File: src/hw/rtl/pitch_comb_filter_defines.svh
// Assertion macros shared by the pitch comb filter RTL.
`ifndef PITCH_COMB_FILTER_DEFINES_SVH
`define PITCH_COMB_FILTER_DEFINES_SVH

// Same-cycle implication, disabled while reset is asserted.
`define PCF_ASSERT_IMPL(label, clk, rst_n, lhs, rhs) \
  label: assert property (@(posedge clk) disable iff (!rst_n) (lhs) |-> (rhs)) \
    else $error("pitch comb filter assertion failed");

// Next-cycle implication, disabled while reset is asserted.
`define PCF_ASSERT_NEXT(label, clk, rst_n, lhs, rhs) \
  label: assert property (@(posedge clk) disable iff (!rst_n) (lhs) |=> (rhs)) \
    else $error("pitch comb filter assertion failed");

`endif

File: src/hw/rtl/pcf_pkg.sv
// Types and constants shared by the pitch comb filter modules.
package pcf_pkg;

  localparam int SAMPLE_W      = 16;
  localparam int LAG_W         = 9;
  localparam int WEIGHT_W      = 15;
  localparam int CFG_LAG_W     = 8;
  localparam int APB_DATA_W    = 32;
  localparam int SAMPLE_MAX    = 32767;
  localparam int Q15_SHIFT     = 15;
  localparam int LAG_FLOOR_RST = 31;
  localparam int LAG_CEIL_RST  = 201;

  typedef struct packed {
    logic signed [SAMPLE_W-1:0] sample_in;
    logic [LAG_W-1:0]           pitch_lag;
  } in_word_t;

  typedef struct packed {
    logic signed [SAMPLE_W-1:0] filtered_sample;
    logic                       bypassed;
  } out_word_t;

  typedef struct packed {
    logic [CFG_LAG_W-1:0] lag_floor;
    logic [CFG_LAG_W-1:0] lag_ceiling;
  } lag_cfg_t;

  // Normalized Hann window for the first five taps, zero beyond.
  function automatic logic [WEIGHT_W-1:0] hann_reset(int k);
    logic [WEIGHT_W-1:0] w;
    case (k)
      0, 4:    w = WEIGHT_W'(2731);
      1, 3:    w = WEIGHT_W'(8192);
      2:       w = WEIGHT_W'(10923);
      default: w = '0;
    endcase
    return w;
  endfunction

endpackage

File: src/hw/rtl/pcf_accum.sv
// Multiply, sum, truncate and clip stages of the comb filter.
`include "pitch_comb_filter_defines.svh"

module pcf_accum #(
  parameter int TAPS = 5
) (
  input  logic                                clk_i,
  input  logic                                rst_ni,
  input  logic                                in_valid_i,
  output logic                                in_ready_o,
  input  logic signed [pcf_pkg::SAMPLE_W-1:0] tap_val_i [TAPS],
  input  logic [pcf_pkg::WEIGHT_W-1:0]        weight_i [TAPS],
  input  logic                                bypass_i,
  output logic                                out_valid_o,
  input  logic                                out_ready_i,
  output pcf_pkg::out_word_t                  out_word_o
);

  import pcf_pkg::*;

  localparam int HALF  = TAPS / 2;
  localparam int ProdW = 2 * SAMPLE_W;
  localparam int AccW  = ProdW + $clog2(TAPS);

  logic                       en4, en5, en6;
  logic                       v4_q, v5_q, out_valid_q;
  logic signed [ProdW-1:0]    prod_q [TAPS];
  logic signed [ProdW-1:0]    prod_d [TAPS];
  logic signed [SAMPLE_W-1:0] centre4_q, centre5_q;
  logic                       byp4_q, byp5_q;
  logic signed [AccW-1:0]     sum_d, sum_q;
  logic signed [AccW-1:0]     bias, quo;
  logic signed [SAMPLE_W-1:0] filt_d;
  out_word_t                  out_q;

  assign en6        = !out_valid_q || out_ready_i;
  assign en5        = !v5_q || en6;
  assign en4        = !v4_q || en5;
  assign in_ready_o = en4;

  always_comb begin
    for (int k = 0; k < TAPS; k++) begin
      prod_d[k] = $signed({1'b0, weight_i[k]}) * tap_val_i[k];
    end
  end

  always_comb begin
    sum_d = '0;
    for (int k = 0; k < TAPS; k++) begin
      sum_d = sum_d + AccW'(prod_q[k]);
    end
  end

  // Truncate toward zero, then clip to the symmetric sample range; in bypass the centre sample is clipped alike.
  always_comb begin
    bias = sum_q[AccW-1] ? AccW'((1 << Q15_SHIFT) - 1) : '0;
    quo  = (sum_q + bias) >>> Q15_SHIFT;
    if (byp5_q) begin
      filt_d = (centre5_q < -SAMPLE_W'(SAMPLE_MAX)) ? -SAMPLE_W'(SAMPLE_MAX) : centre5_q;
    end else if (quo > AccW'(SAMPLE_MAX)) begin
      filt_d = SAMPLE_W'(SAMPLE_MAX);
    end else if (quo < -AccW'(SAMPLE_MAX)) begin
      filt_d = -SAMPLE_W'(SAMPLE_MAX);
    end else begin
      filt_d = quo[SAMPLE_W-1:0];
    end
  end

  always_ff @(posedge clk_i or negedge rst_ni) begin
    if (!rst_ni) begin
      v4_q        <= 1'b0;
      v5_q        <= 1'b0;
      out_valid_q <= 1'b0;
    end else begin
      if (en4) v4_q <= in_valid_i;
      if (en5) v5_q <= v4_q;
      if (en6) out_valid_q <= v5_q;
    end
  end

  always_ff @(posedge clk_i) begin
    if (en4 && in_valid_i) begin
      prod_q    <= prod_d;
      centre4_q <= tap_val_i[HALF];
      byp4_q    <= bypass_i;
    end
    if (en5 && v4_q) begin
      sum_q     <= sum_d;
      centre5_q <= centre4_q;
      byp5_q    <= byp4_q;
    end
    if (en6 && v5_q) begin
      out_q.filtered_sample <= filt_d;
      out_q.bypassed        <= byp5_q;
    end
  end

  assign out_valid_o = out_valid_q;
  assign out_word_o  = out_q;

  `PCF_ASSERT_IMPL(a_no_min_sample, clk_i, rst_ni, out_valid_q, out_q.filtered_sample != SAMPLE_W'(-SAMPLE_MAX - 1))
  `PCF_ASSERT_IMPL(a_stalled_means_full, clk_i, rst_ni, !in_ready_o, v4_q && v5_q && out_valid_q)
  `PCF_ASSERT_NEXT(a_bypass_reaches_out, clk_i, rst_ni, v5_q && byp5_q && en6, out_q.bypassed)

endmodule

File: config.mk
export PLATFORM = sky130hd
export DESIGN_NAME = pcf_accum
export DESIGN_NICKNAME = d
export VERILOG_FILES = /design/src/hw/rtl/pcf_pkg.sv /design/src/hw/rtl/pcf_accum.sv
export VERILOG_INCLUDE_DIRS = /design/src /design/src/hw/rtl
export SDC_FILE = /design/constraint.sdc
export NUM_CORES = 2
export LEC_CHECK = 0
export BUFFER_PORTS_ARGS = -buffer_cell sky130_fd_sc_hd__buf_2
export CORE_ASPECT_RATIO = 0.8
export CORE_MARGIN = 2
export CORE_UTILIZATION = 35
export DETAILED_ROUTE_END_ITERATION = 8
export PLACE_DENSITY_LB_ADDON = 0.05
export SLEW_MARGIN = 15
export SYNTH_ARGS = -nofsm -noshare
export SYNTH_HDL_FRONTEND = slang
export SYNTH_SLANG_ARGS = --single-unit
File: constraint.sdc
create_clock -name clk_i -period 11.32 [get_ports clk_i]
set_input_delay 0.566 -clock clk_i [delete_from_list [all_inputs] [get_ports clk_i]]
set_output_delay 0.566 -clock clk_i [all_outputs]
set_load 0.005 [all_outputs]
==> impl_results.md <==
* Sequential-to-total area share from yosys stat at 14.0%
* Outcome: completed
* Syn Std Cell Area at 53300 µm²
* Final worst setup slack at 4.86 ns
* EDFF count, synth at 246
* Worst Setup Path Type: primary input to register
* RSZ-0062 raised after global routing: false
* MaxCap Viol Count at 0
* Post-DRT Antenna Nets at 0
* Vias in the first global route at 38700
* Crit path launch type: primary input
* Post-synth ARST share at 1.20%
* Yosys top cell area share at 37.5%
* Yosys warning count at 0
* Initial core utilization at 35.1%
* Total GRT Usage at 19.5%
* Die ar. at 155000 µm²
* Buffers on Ports at 178
* Grt ovf at 0
* Setup total negative slack at 0 ns
* Core Region at 152000 µm²
* Worst-margin pin slew at 1.00 ns
* Most frequent cell after synthesis: inv_1
* F_max at 155 MHz
* Critical path endpoint category: register
* Clock buffer count from CTS at 26
* Clock edge transition at the registers on the reported setup and hold paths at 0.07 ns
* CTS tree: built
* Synth top area cells: fa_1 (37%), ha_1 (15%), edfxtp_1 (14%)
* Setup Buffers After CTS at 0
* Worst skew pair latency at 0.58 ns
* Clock Sinks at 249
* Area growth, synth to finish at 6.90%
* DR DRC count at 0
* Post-synth top cells: inv_1 (1158), fa_1 (998), ha_1 (655)
* Yosys reg bits at 249
* Initial antenna violation count at 7
* DRT Wirelength at 147000 µm
* Gpl congestion at 0.806
* CTS max path bufs at 3
* Max Slew Vio Count at 0
* DP Worst Slack at 4.28 ns
* Largest fanout on the critical path at 16
* Worst hold path type: primary input to register
* DP HPWL at 120000 µm
* Part of the cycle the worst path needs at 57.1%
* WHS at 0.189 ns
* WL per Instance at 19.4 µm
* NumNets Final at 7316
* Unique masters post-synth at 74
* First-pass GRT wire length at 234000 µm
* Critical path arrival at 6.77 ns
* Depth of the CTS H-tree at 1
* Cell count after synthesis at 5458
* Setup violators final at 0
* Die Ht at 353 µm
* Ys flop type: edfxtp_1
* Via density at 4.75
* Clock Skews at 0.0237 ns
* Final Hold Vio Count at 0
* Root Buffer Master: clkbuf_16
* Via count at 35800
* DIE WIDTH at 440 µm
* Num rows at 128
* Worst EP required at 11.63 ns
* Post-cts sizing count at 0
* Min Tclk post-route at 6.46 ns
* Rel. slew slack at 33.2%
* First drt pass iteration count at 7
* Pin count of the biggest net entering global routing at 76
* Layout cells sized above 1 at 4.51%
* DRT iter0 DRCs at 1835
* Syn avg cell area at 9.76 µm²
* # hold bufs at CTS at 1
* Ports at 179
* Synth area leader: fa_1
* Syn Nets at 7271
==> registers in the layout, summed over array words and instances, names as in the netlist <==
register	count
prod_q	160
sum_q	35
out_word_o	17
centre4_q	16
centre5_q	16
byp4_q	1
byp5_q	1
out_valid_o	1
v4_q	1
v5_q	1
==> stage by stage <==
step	util (%)	instance area, µm²	instances
2_1_floorplan	-	53300	5458
3_3_place_gp	37.0	56100	7489
5_1_grt	37.6	57000	7537
3_5_place_dp	37.0	56100	7489
6_report	37.6	57000	7539
4_1_cts	37.6	57000	7537
==> critical path: stages <==
cell      delay (ns)
buf_2           0.37
and2_1          0.22
fa_1            0.42
inv_1           0.08
fa_1            0.43
fa_1            0.50
fa_1            0.55
inv_1           0.05
fa_1            0.47
inv_1           0.05
fa_1            0.48
inv_1           0.04
ha_1            0.33
a21oi_2         0.22
o21bai_1        0.08
a21o_1          0.19
a221oi_1        0.59
o31ai_1         0.26
a221o_1         0.39
a21o_1          0.18
a21oi_1         0.18
xnor2_1         0.11
==> final timing paths <==
kind,from,cells past startpoint,slack (ns),endpoint
worst min-delay path,bypass_i,1,0.19,byp4_q$_DFFE_PP_
min in group asynchronous,rst_ni,2,0.32,v4_q$_DFFE_PN0N_
worst min register to register,centre4_q[3]$_DFFE_PP_,0,0.42,centre5_q[3]$_DFFE_PP_
worst max-delay path,weight_i[51],22,4.86,prod_q[127]$_DFFE_PP_
max in group asynchronous,rst_ni,2,10.89,out_valid_o$_DFFE_PN0P_
worst max register to register,prod_q[1]$_DFFE_PP_,17,5.94,sum_q[27]$_DFFE_PP_
==> metal layers <==
| layer | GRT usage (%) | routed length [µm] | up-vias |
|---|---|---|---|
| met2 | 29.9 | 63700 | 528 |
| met5 | 0 | 13 | - |
| met4 | 2.01 | 1620 | 2 |
| met3 | 2.21 | 5700 | 79 |
| li1 | - | - | 16900 |
| met1 | 30.5 | 75500 | 18300 |
==> cell usage in the layout (no fill, tap or decap), types with 53 or more instances in the layout <==
cell type,synthesis,routed
nor2b_1,76,76
edfxtp_1,246,246
nor2_1,97,97
xor2_1,53,53
inv_1,1158,1158
a21o_1,65,65
xnor2_1,126,126
o21ai_0,70,70
ha_1,655,655
fa_1,998,998
buf_2,1,178
nand2_1,648,648
and2_1,575,573
a21oi_1,123,123
==> kinds of logic (layout without fill, tap and decap cells) <==
group	Yosys count	in the layout	synth area share [%]
simple gates	1598	1598	15.1
other cells	0	2	0
mux	5	5	0.0939
compound gates	451	451	5.66
xor+xnor	179	179	2.94
buf+inv	1323	1387	9.32
flops	249	249	14.0
fa+ha+maj	1653	1653	52.9
==> layout make-up <==
| class | instances | area, µm² |
|---|---|---|
| clock buffer | 37 | 753 |
| fill | 15400 | 94700 |
| timing repair buffer | 182 | 923 |
| tap | 2015 | 2520 |
| sequential | 249 | 7460 |
| inverter | 1158 | 4350 |
| multi-input combinational | 3886 | 40900 |
| antenna | 2 | 5.00 |
| clock inverter | 10 | 93.8 |
Power is not shown: default switching activity piles up to over one toggle a cycle in this logic, so the estimate is an artifact.
