[config.mk]
export PLATFORM = sky130hd
export DESIGN_NAME = pcf_cfg_regs
export DESIGN_NICKNAME = d
export VERILOG_FILES = /design/src/hw/rtl/pitch_comb_filter_defines.svh /design/src/hw/rtl/pcf_pkg.sv /design/src/hw/rtl/pcf_cfg_regs.sv
export SDC_FILE = /design/constraint.sdc
export NUM_CORES = 1
export LEC_CHECK = 0
export BUFFER_PORTS_ARGS = -buffer_cell sky130_fd_sc_hd__buf_2
export CORE_UTILIZATION = 30
export DETAILED_ROUTE_END_ITERATION = 16
export GPL_TIMING_DRIVEN = 0
export HOLD_SLACK_MARGIN = 0.12
export RECOVER_POWER = 25
export SLEW_MARGIN = 10
export SYNTH_ARGS = -nofsm -noshare
export SYNTH_HDL_FRONTEND = slang
export SYNTH_SLANG_ARGS = --single-unit
[constraint.sdc]
create_clock -name clk_i -period 2.4 [get_ports clk_i]
set_input_delay 0.36 -clock clk_i [delete_from_list [all_inputs] [get_ports clk_i]]
set_output_delay 0.36 -clock clk_i [all_outputs]
set_load 0.05 [all_outputs]
[src/hw/rtl/pitch_comb_filter_defines.svh]
// Assertion macros shared by the pitch comb filter RTL.
`ifndef PITCH_COMB_FILTER_DEFINES_SVH
`define PITCH_COMB_FILTER_DEFINES_SVH

// Same-cycle implication, disabled while reset is asserted.
`define PCF_ASSERT_IMPL(label, clk, rst_n, lhs, rhs) \
  label: assert property (@(posedge clk) disable iff (!rst_n) (lhs) |-> (rhs)) \
    else $error("pitch comb filter assertion failed");

// Next-cycle implication, disabled while reset is asserted.
`define PCF_ASSERT_NEXT(label, clk, rst_n, lhs, rhs) \
  label: assert property (@(posedge clk) disable iff (!rst_n) (lhs) |=> (rhs)) \
    else $error("pitch comb filter assertion failed");

`endif

[src/hw/rtl/pcf_pkg.sv]
// Types and constants shared by the pitch comb filter modules.
package pcf_pkg;

  localparam int SAMPLE_W      = 16;
  localparam int LAG_W         = 9;
  localparam int WEIGHT_W      = 15;
  localparam int CFG_LAG_W     = 8;
  localparam int APB_DATA_W    = 32;
  localparam int SAMPLE_MAX    = 32767;
  localparam int Q15_SHIFT     = 15;
  localparam int LAG_FLOOR_RST = 31;
  localparam int LAG_CEIL_RST  = 201;

  typedef struct packed {
    logic signed [SAMPLE_W-1:0] sample_in;
    logic [LAG_W-1:0]           pitch_lag;
  } in_word_t;

  typedef struct packed {
    logic signed [SAMPLE_W-1:0] filtered_sample;
    logic                       bypassed;
  } out_word_t;

  typedef struct packed {
    logic [CFG_LAG_W-1:0] lag_floor;
    logic [CFG_LAG_W-1:0] lag_ceiling;
  } lag_cfg_t;

  // Normalized Hann window for the first five taps, zero beyond.
  function automatic logic [WEIGHT_W-1:0] hann_reset(int k);
    logic [WEIGHT_W-1:0] w;
    case (k)
      0, 4:    w = WEIGHT_W'(2731);
      1, 3:    w = WEIGHT_W'(8192);
      2:       w = WEIGHT_W'(10923);
      default: w = '0;
    endcase
    return w;
  endfunction

endpackage

[src/hw/rtl/pcf_cfg_regs.sv]
// APB register file: tap weights and lag window.
module pcf_cfg_regs #(
  parameter int TAPS = 5,
  parameter int PaddrW = 5
) (
  input  logic                              clk_i,
  input  logic                              rst_ni,
  input  logic                              psel_i,
  input  logic                              penable_i,
  input  logic                              pwrite_i,
  input  logic [PaddrW-1:0]                 paddr_i,
  input  logic [pcf_pkg::APB_DATA_W-1:0]    pwdata_i,
  output logic [pcf_pkg::APB_DATA_W-1:0]    prdata_o,
  output logic [pcf_pkg::WEIGHT_W-1:0]      weight_o [TAPS],
  output pcf_pkg::lag_cfg_t                 lag_cfg_o
);

  import pcf_pkg::*;

  localparam int IdxW          = PaddrW - 2;
  localparam int RegLagFloor   = TAPS;
  localparam int RegLagCeiling = TAPS + 1;

  logic [IdxW-1:0]     idx;
  logic                wr_en;
  logic [WEIGHT_W-1:0] weight_q [TAPS];
  logic [WEIGHT_W-1:0] weight_d [TAPS];
  lag_cfg_t            lag_q;
  lag_cfg_t            lag_d;

  assign idx   = paddr_i[PaddrW-1:2];
  assign wr_en = psel_i && penable_i && pwrite_i;

  always_comb begin
    weight_d = weight_q;
    lag_d    = lag_q;
    if (wr_en) begin
      for (int k = 0; k < TAPS; k++) begin
        if (idx == IdxW'(k)) begin
          weight_d[k] = pwdata_i[WEIGHT_W-1:0];
        end
      end
      if (idx == IdxW'(RegLagFloor)) begin
        lag_d.lag_floor = pwdata_i[CFG_LAG_W-1:0];
      end
      if (idx == IdxW'(RegLagCeiling)) begin
        lag_d.lag_ceiling = pwdata_i[CFG_LAG_W-1:0];
      end
    end
  end

  always_ff @(posedge clk_i or negedge rst_ni) begin
    if (!rst_ni) begin
      for (int k = 0; k < TAPS; k++) begin
        weight_q[k] <= hann_reset(k);
      end
      lag_q.lag_floor   <= CFG_LAG_W'(LAG_FLOOR_RST);
      lag_q.lag_ceiling <= CFG_LAG_W'(LAG_CEIL_RST);
    end else begin
      weight_q <= weight_d;
      lag_q    <= lag_d;
    end
  end

  always_comb begin
    prdata_o = '0;
    for (int k = 0; k < TAPS; k++) begin
      if (idx == IdxW'(k)) begin
        prdata_o = {{(APB_DATA_W-WEIGHT_W){1'b0}}, weight_q[k]};
      end
    end
    if (idx == IdxW'(RegLagFloor)) begin
      prdata_o = {{(APB_DATA_W-CFG_LAG_W){1'b0}}, lag_q.lag_floor};
    end
    if (idx == IdxW'(RegLagCeiling)) begin
      prdata_o = {{(APB_DATA_W-CFG_LAG_W){1'b0}}, lag_q.lag_ceiling};
    end
  end

  assign weight_o  = weight_q;
  assign lag_cfg_o = lag_q;

endmodule

==> flow_metrics.py <==
metrics = {
    "detailed_routing": {
        "drtPass1Iterations": 4,
        "routed-via-count": 3199,
        "drcViolationCount": 0,
        "drt-initial-drc-count": 100,
        "drt_wl_total_microns": 12900,
        "ant_nets": 0,
        "vias_per_cell": 4.78,
        "routedWlPerCell_microns": 19.3,
    },
    "final_layout": {
        "final_common_cell": "buf_2",
        "seqCellArea_sq_mm": 0.00232,
        "area_delta_synth_final_pct": 27.6,
        "final_util": 0.399,
        "diodes": 0,
        "fin_nets": 526,
        "layout-drive-gt1-share": 0.630,
        "n_fill_cell": 1419,
        "final_area_sq_mm": 0.00562,
        "multi_input_area_sq_mm": 0.00183,
        "mostFrequentLayoutCells": "buf_2, mux2_2, dfrtp_1, dfstp_2, buf_4",
    },
    "die": {
        "core_sq_mm": 0.0141,
        "die_h_microns": 123,
        "start_util": 0.313,
        "io_pins": 165,
        "die_w_microns": 123,
        "floorplan.rows": 43,
        "die_area_sq_mm": 0.0152,
    },
    "timing": {
        "period_minus_slack_ns": 2.32,
        "rsz0062_at_grt": "no",
        "finalHoldViolCount": 0,
        "finalSetupViolCount": 0,
        "fin_hold_ws_ns": 0.293,
        "period_share": 0.967,
        "slew_violations": 0,
        "skew_ns": 0,
        "timing.fmax_mhz": 431,
        "finalWorstSetupSlack_ns": 0.0789,
        "slew_headroom": 0.409,
        "worst_pin_slew_ns": 0.886,
    },
    "cts": {
        "clk_latency_ns": 0.35,
        "cts-root-buf": "clkbuf_16",
        "cts_tree": "done",
        "cts.sinks": 91,
        "cts_made_buffers": 9,
        "post_cts.repair.setup_buffers": 0,
        "cts.clk_slew.worst_paths_ns": 0.07,
        "h-tree-depth": 3,
        "cts.path.max_buffers": 2,
    },
    "critical_path": {
        "arrival_ns": 1.96,
        "critPathKind": "primary input to primary output",
        "startpoint_type": "primary input",
        "cp-end-kind": "primary output",
        "path_max_fanout": 10,
        "critical_path_required_ns": 2.04,
        "cp_slowest_cell": "clkbuf_1",
        "worstPathCellList": "buf_2 -> buf_4 -> nor2b_1 -> clkbuf_1 -> a22o_1 -> nand2_1 -> o21ai_1 -> buf_4",
        "critPathMostFrequentCell": "buf_4",
        "cp_slowest_stage_delay_ns": 0.39,
    },
    "logic_synthesis": {
        "ys_seq_elements": 91,
        "synth_top_area_frac": 0.329,
        "synthFlopType": "dfrtp_1",
        "yosysTopAreaCell": "dfrtp_1",
        "synth_seq_area_share": 0.526,
        "ys_warn_count": 0,
        "synth_edf_count": 0,
        "netlist_area_sq_mm": 0.00441,
        "postSynthAreaPerCell_sq_um": 13.4,
        "syn-instance-count": 328,
        "yosys-top-cells-area": "dfrtp_1, mux2_2, dfstp_2, mux4_2, buf_4",
        "yosys.cell_types.count": 29,
        "async_flop_share": 1.00,
    },
    "power": {
        "sequentialPowerShare": 0.358,
        "switching_power_w": 0.00254,
        "peakVddDrop_mv": 0.711,
        "clkPwrFrac": 0.258,
        "p_sw_frac": 0.426,
        "p_leak_nw": 2.72,
        "p_int_w": 0.00342,
        "p_comb_frac": 0.384,
        "power_density_mw_per_mm2": 1060,
    },
    "job": {
        "drv_cap": 0,
    },
    "global_route": {
        "grt_pass1_wl_microns": 19400,
        "grt_max_degree": 57,
        "grt_overflow": 0,
        "grt_pass1_vias": 3200,
        "grtUsageTotal": 0.180,
        "grt_antenna_before_repair": 0,
    },
    "placement": {
        "pre_cts_ws_ns": -0.246,
        "place_area_sq_mm": 0.00536,
        "dpl.hpwl_microns": 9080,
        "portBuffers": 127,
        "gp_congestion": 0.838,
    },
    "hold_path": {
        "hold_class": "primary input to flip-flop",
    },
    "outcome": {
        "outcome": "complete, no violations",
    },
}
[cell type report]
cell class,count,area share
inverters,7,0.00467
flip-flops and latches,91,0.412
clock buffers,10,0.0407
repair buffers,129,0.117
plain buffers,34,0.0449
well taps,180,0.0400
multi-input cells,212,0.325
clock inverters,6,0.0160
[synthesized netlist by cell type, types with 3 or more instances]
library cell / number
nand2b_1: 3
buf_6: 6
nor2_4: 3
a22o_1: 8
nor2_2: 3
a21oi_1: 16
clkbuf_1: 5
o21ai_1: 9
dfrtp_1: 58
nand3_1: 7
nand2_1: 10
mux2i_1: 8
mux2_2: 88
dfstp_2: 33
nor2_1: 9
inv_1: 7
o21ai_0: 6
mux2_1: 3
mux4_2: 7
buf_4: 20
o22ai_1: 8
[worst paths after layout]
kind / startpoint / cells after the start / end / slack [ns]
min reg2reg: weight_o[4] / 1 / weight_o[4] / 0.52
max: paddr_i[3] / 8 / prdata_o[6] / 0.08
min: pwdata_i[14] / 2 / weight_o[29] / 0.29
max in group asynchronous: rst_ni / 3 / weight_o[54] / 0.36
max reg2reg: weight_o[53] / 1 / weight_o[53] / 1.60
min in group asynchronous: rst_ni / 2 / lag_cfg_o[4] / 0.65
[cells by family (layout without fill, tap and decap cells)]
group | after synthesis | count (layout) | share of synthesized area
other cells | 1 | 17 | 0.000850
mux | 106 | 106 | 0.286
flops | 91 | 91 | 0.526
buf+inv | 41 | 186 | 0.0627
compound gates | 47 | 47 | 0.0624
simple gates | 42 | 42 | 0.0619
[worst max-delay path, delay by kind of cell]
family / cells / cell delay (ns)
buffers and inverters: 4 / 1.02
AO/OA/AOI/OAI: 2 / 0.37
AND/OR/NAND/NOR: 2 / 0.20
[routing by layer]
layer	up-vias	global-route usage	part of all wire
li1	1465	-	-
met1	1594	0.235	0.45
met2	129	0.283	0.46
met3	11	0.0692	0.082
met4	0	0.0414	0.011
met5	-	0	0
[stage by stage]
| stage | TNS (ns) | instances | total power, W |
|---|---|---|---|
| after floorplan | 0 | 344 | 0.00390 |
| after CTS | 0 | 669 | 0.00605 |
| after global placement | -2.44 | 651 | 0.00443 |
| after detailed placement | -2.34 | 652 | 0.00448 |
| after global routing | 0 | 669 | 0.00623 |
| final | 0 | 669 | 0.00597 |
[sequential cells by signal, summed over array words and instances, names as in the netlist]
signal,count
weight_o,75
lag_cfg_o,16
[power groups by stage]
stage	clock (W)	sequential [W]	combinational, W
after global routing	0.00165	0.00219	0.00240
after global placement	0	0.00214	0.00229
after detailed placement	0	0.00216	0.00231
after CTS	0.00159	0.00214	0.00232
final	0.00154	0.00214	0.00229
after floorplan	0	0.00322	0.000681
[what timing repair did]
item | CTS | global route
resized for setup | 4 | 4
setup endpoints to repair | 15 | 10
endpoints found under the hold margin | 19 | 0
hold buffers | 1 | 0
pin swaps | 0 | 0
(Power assumes the default switching activity.)
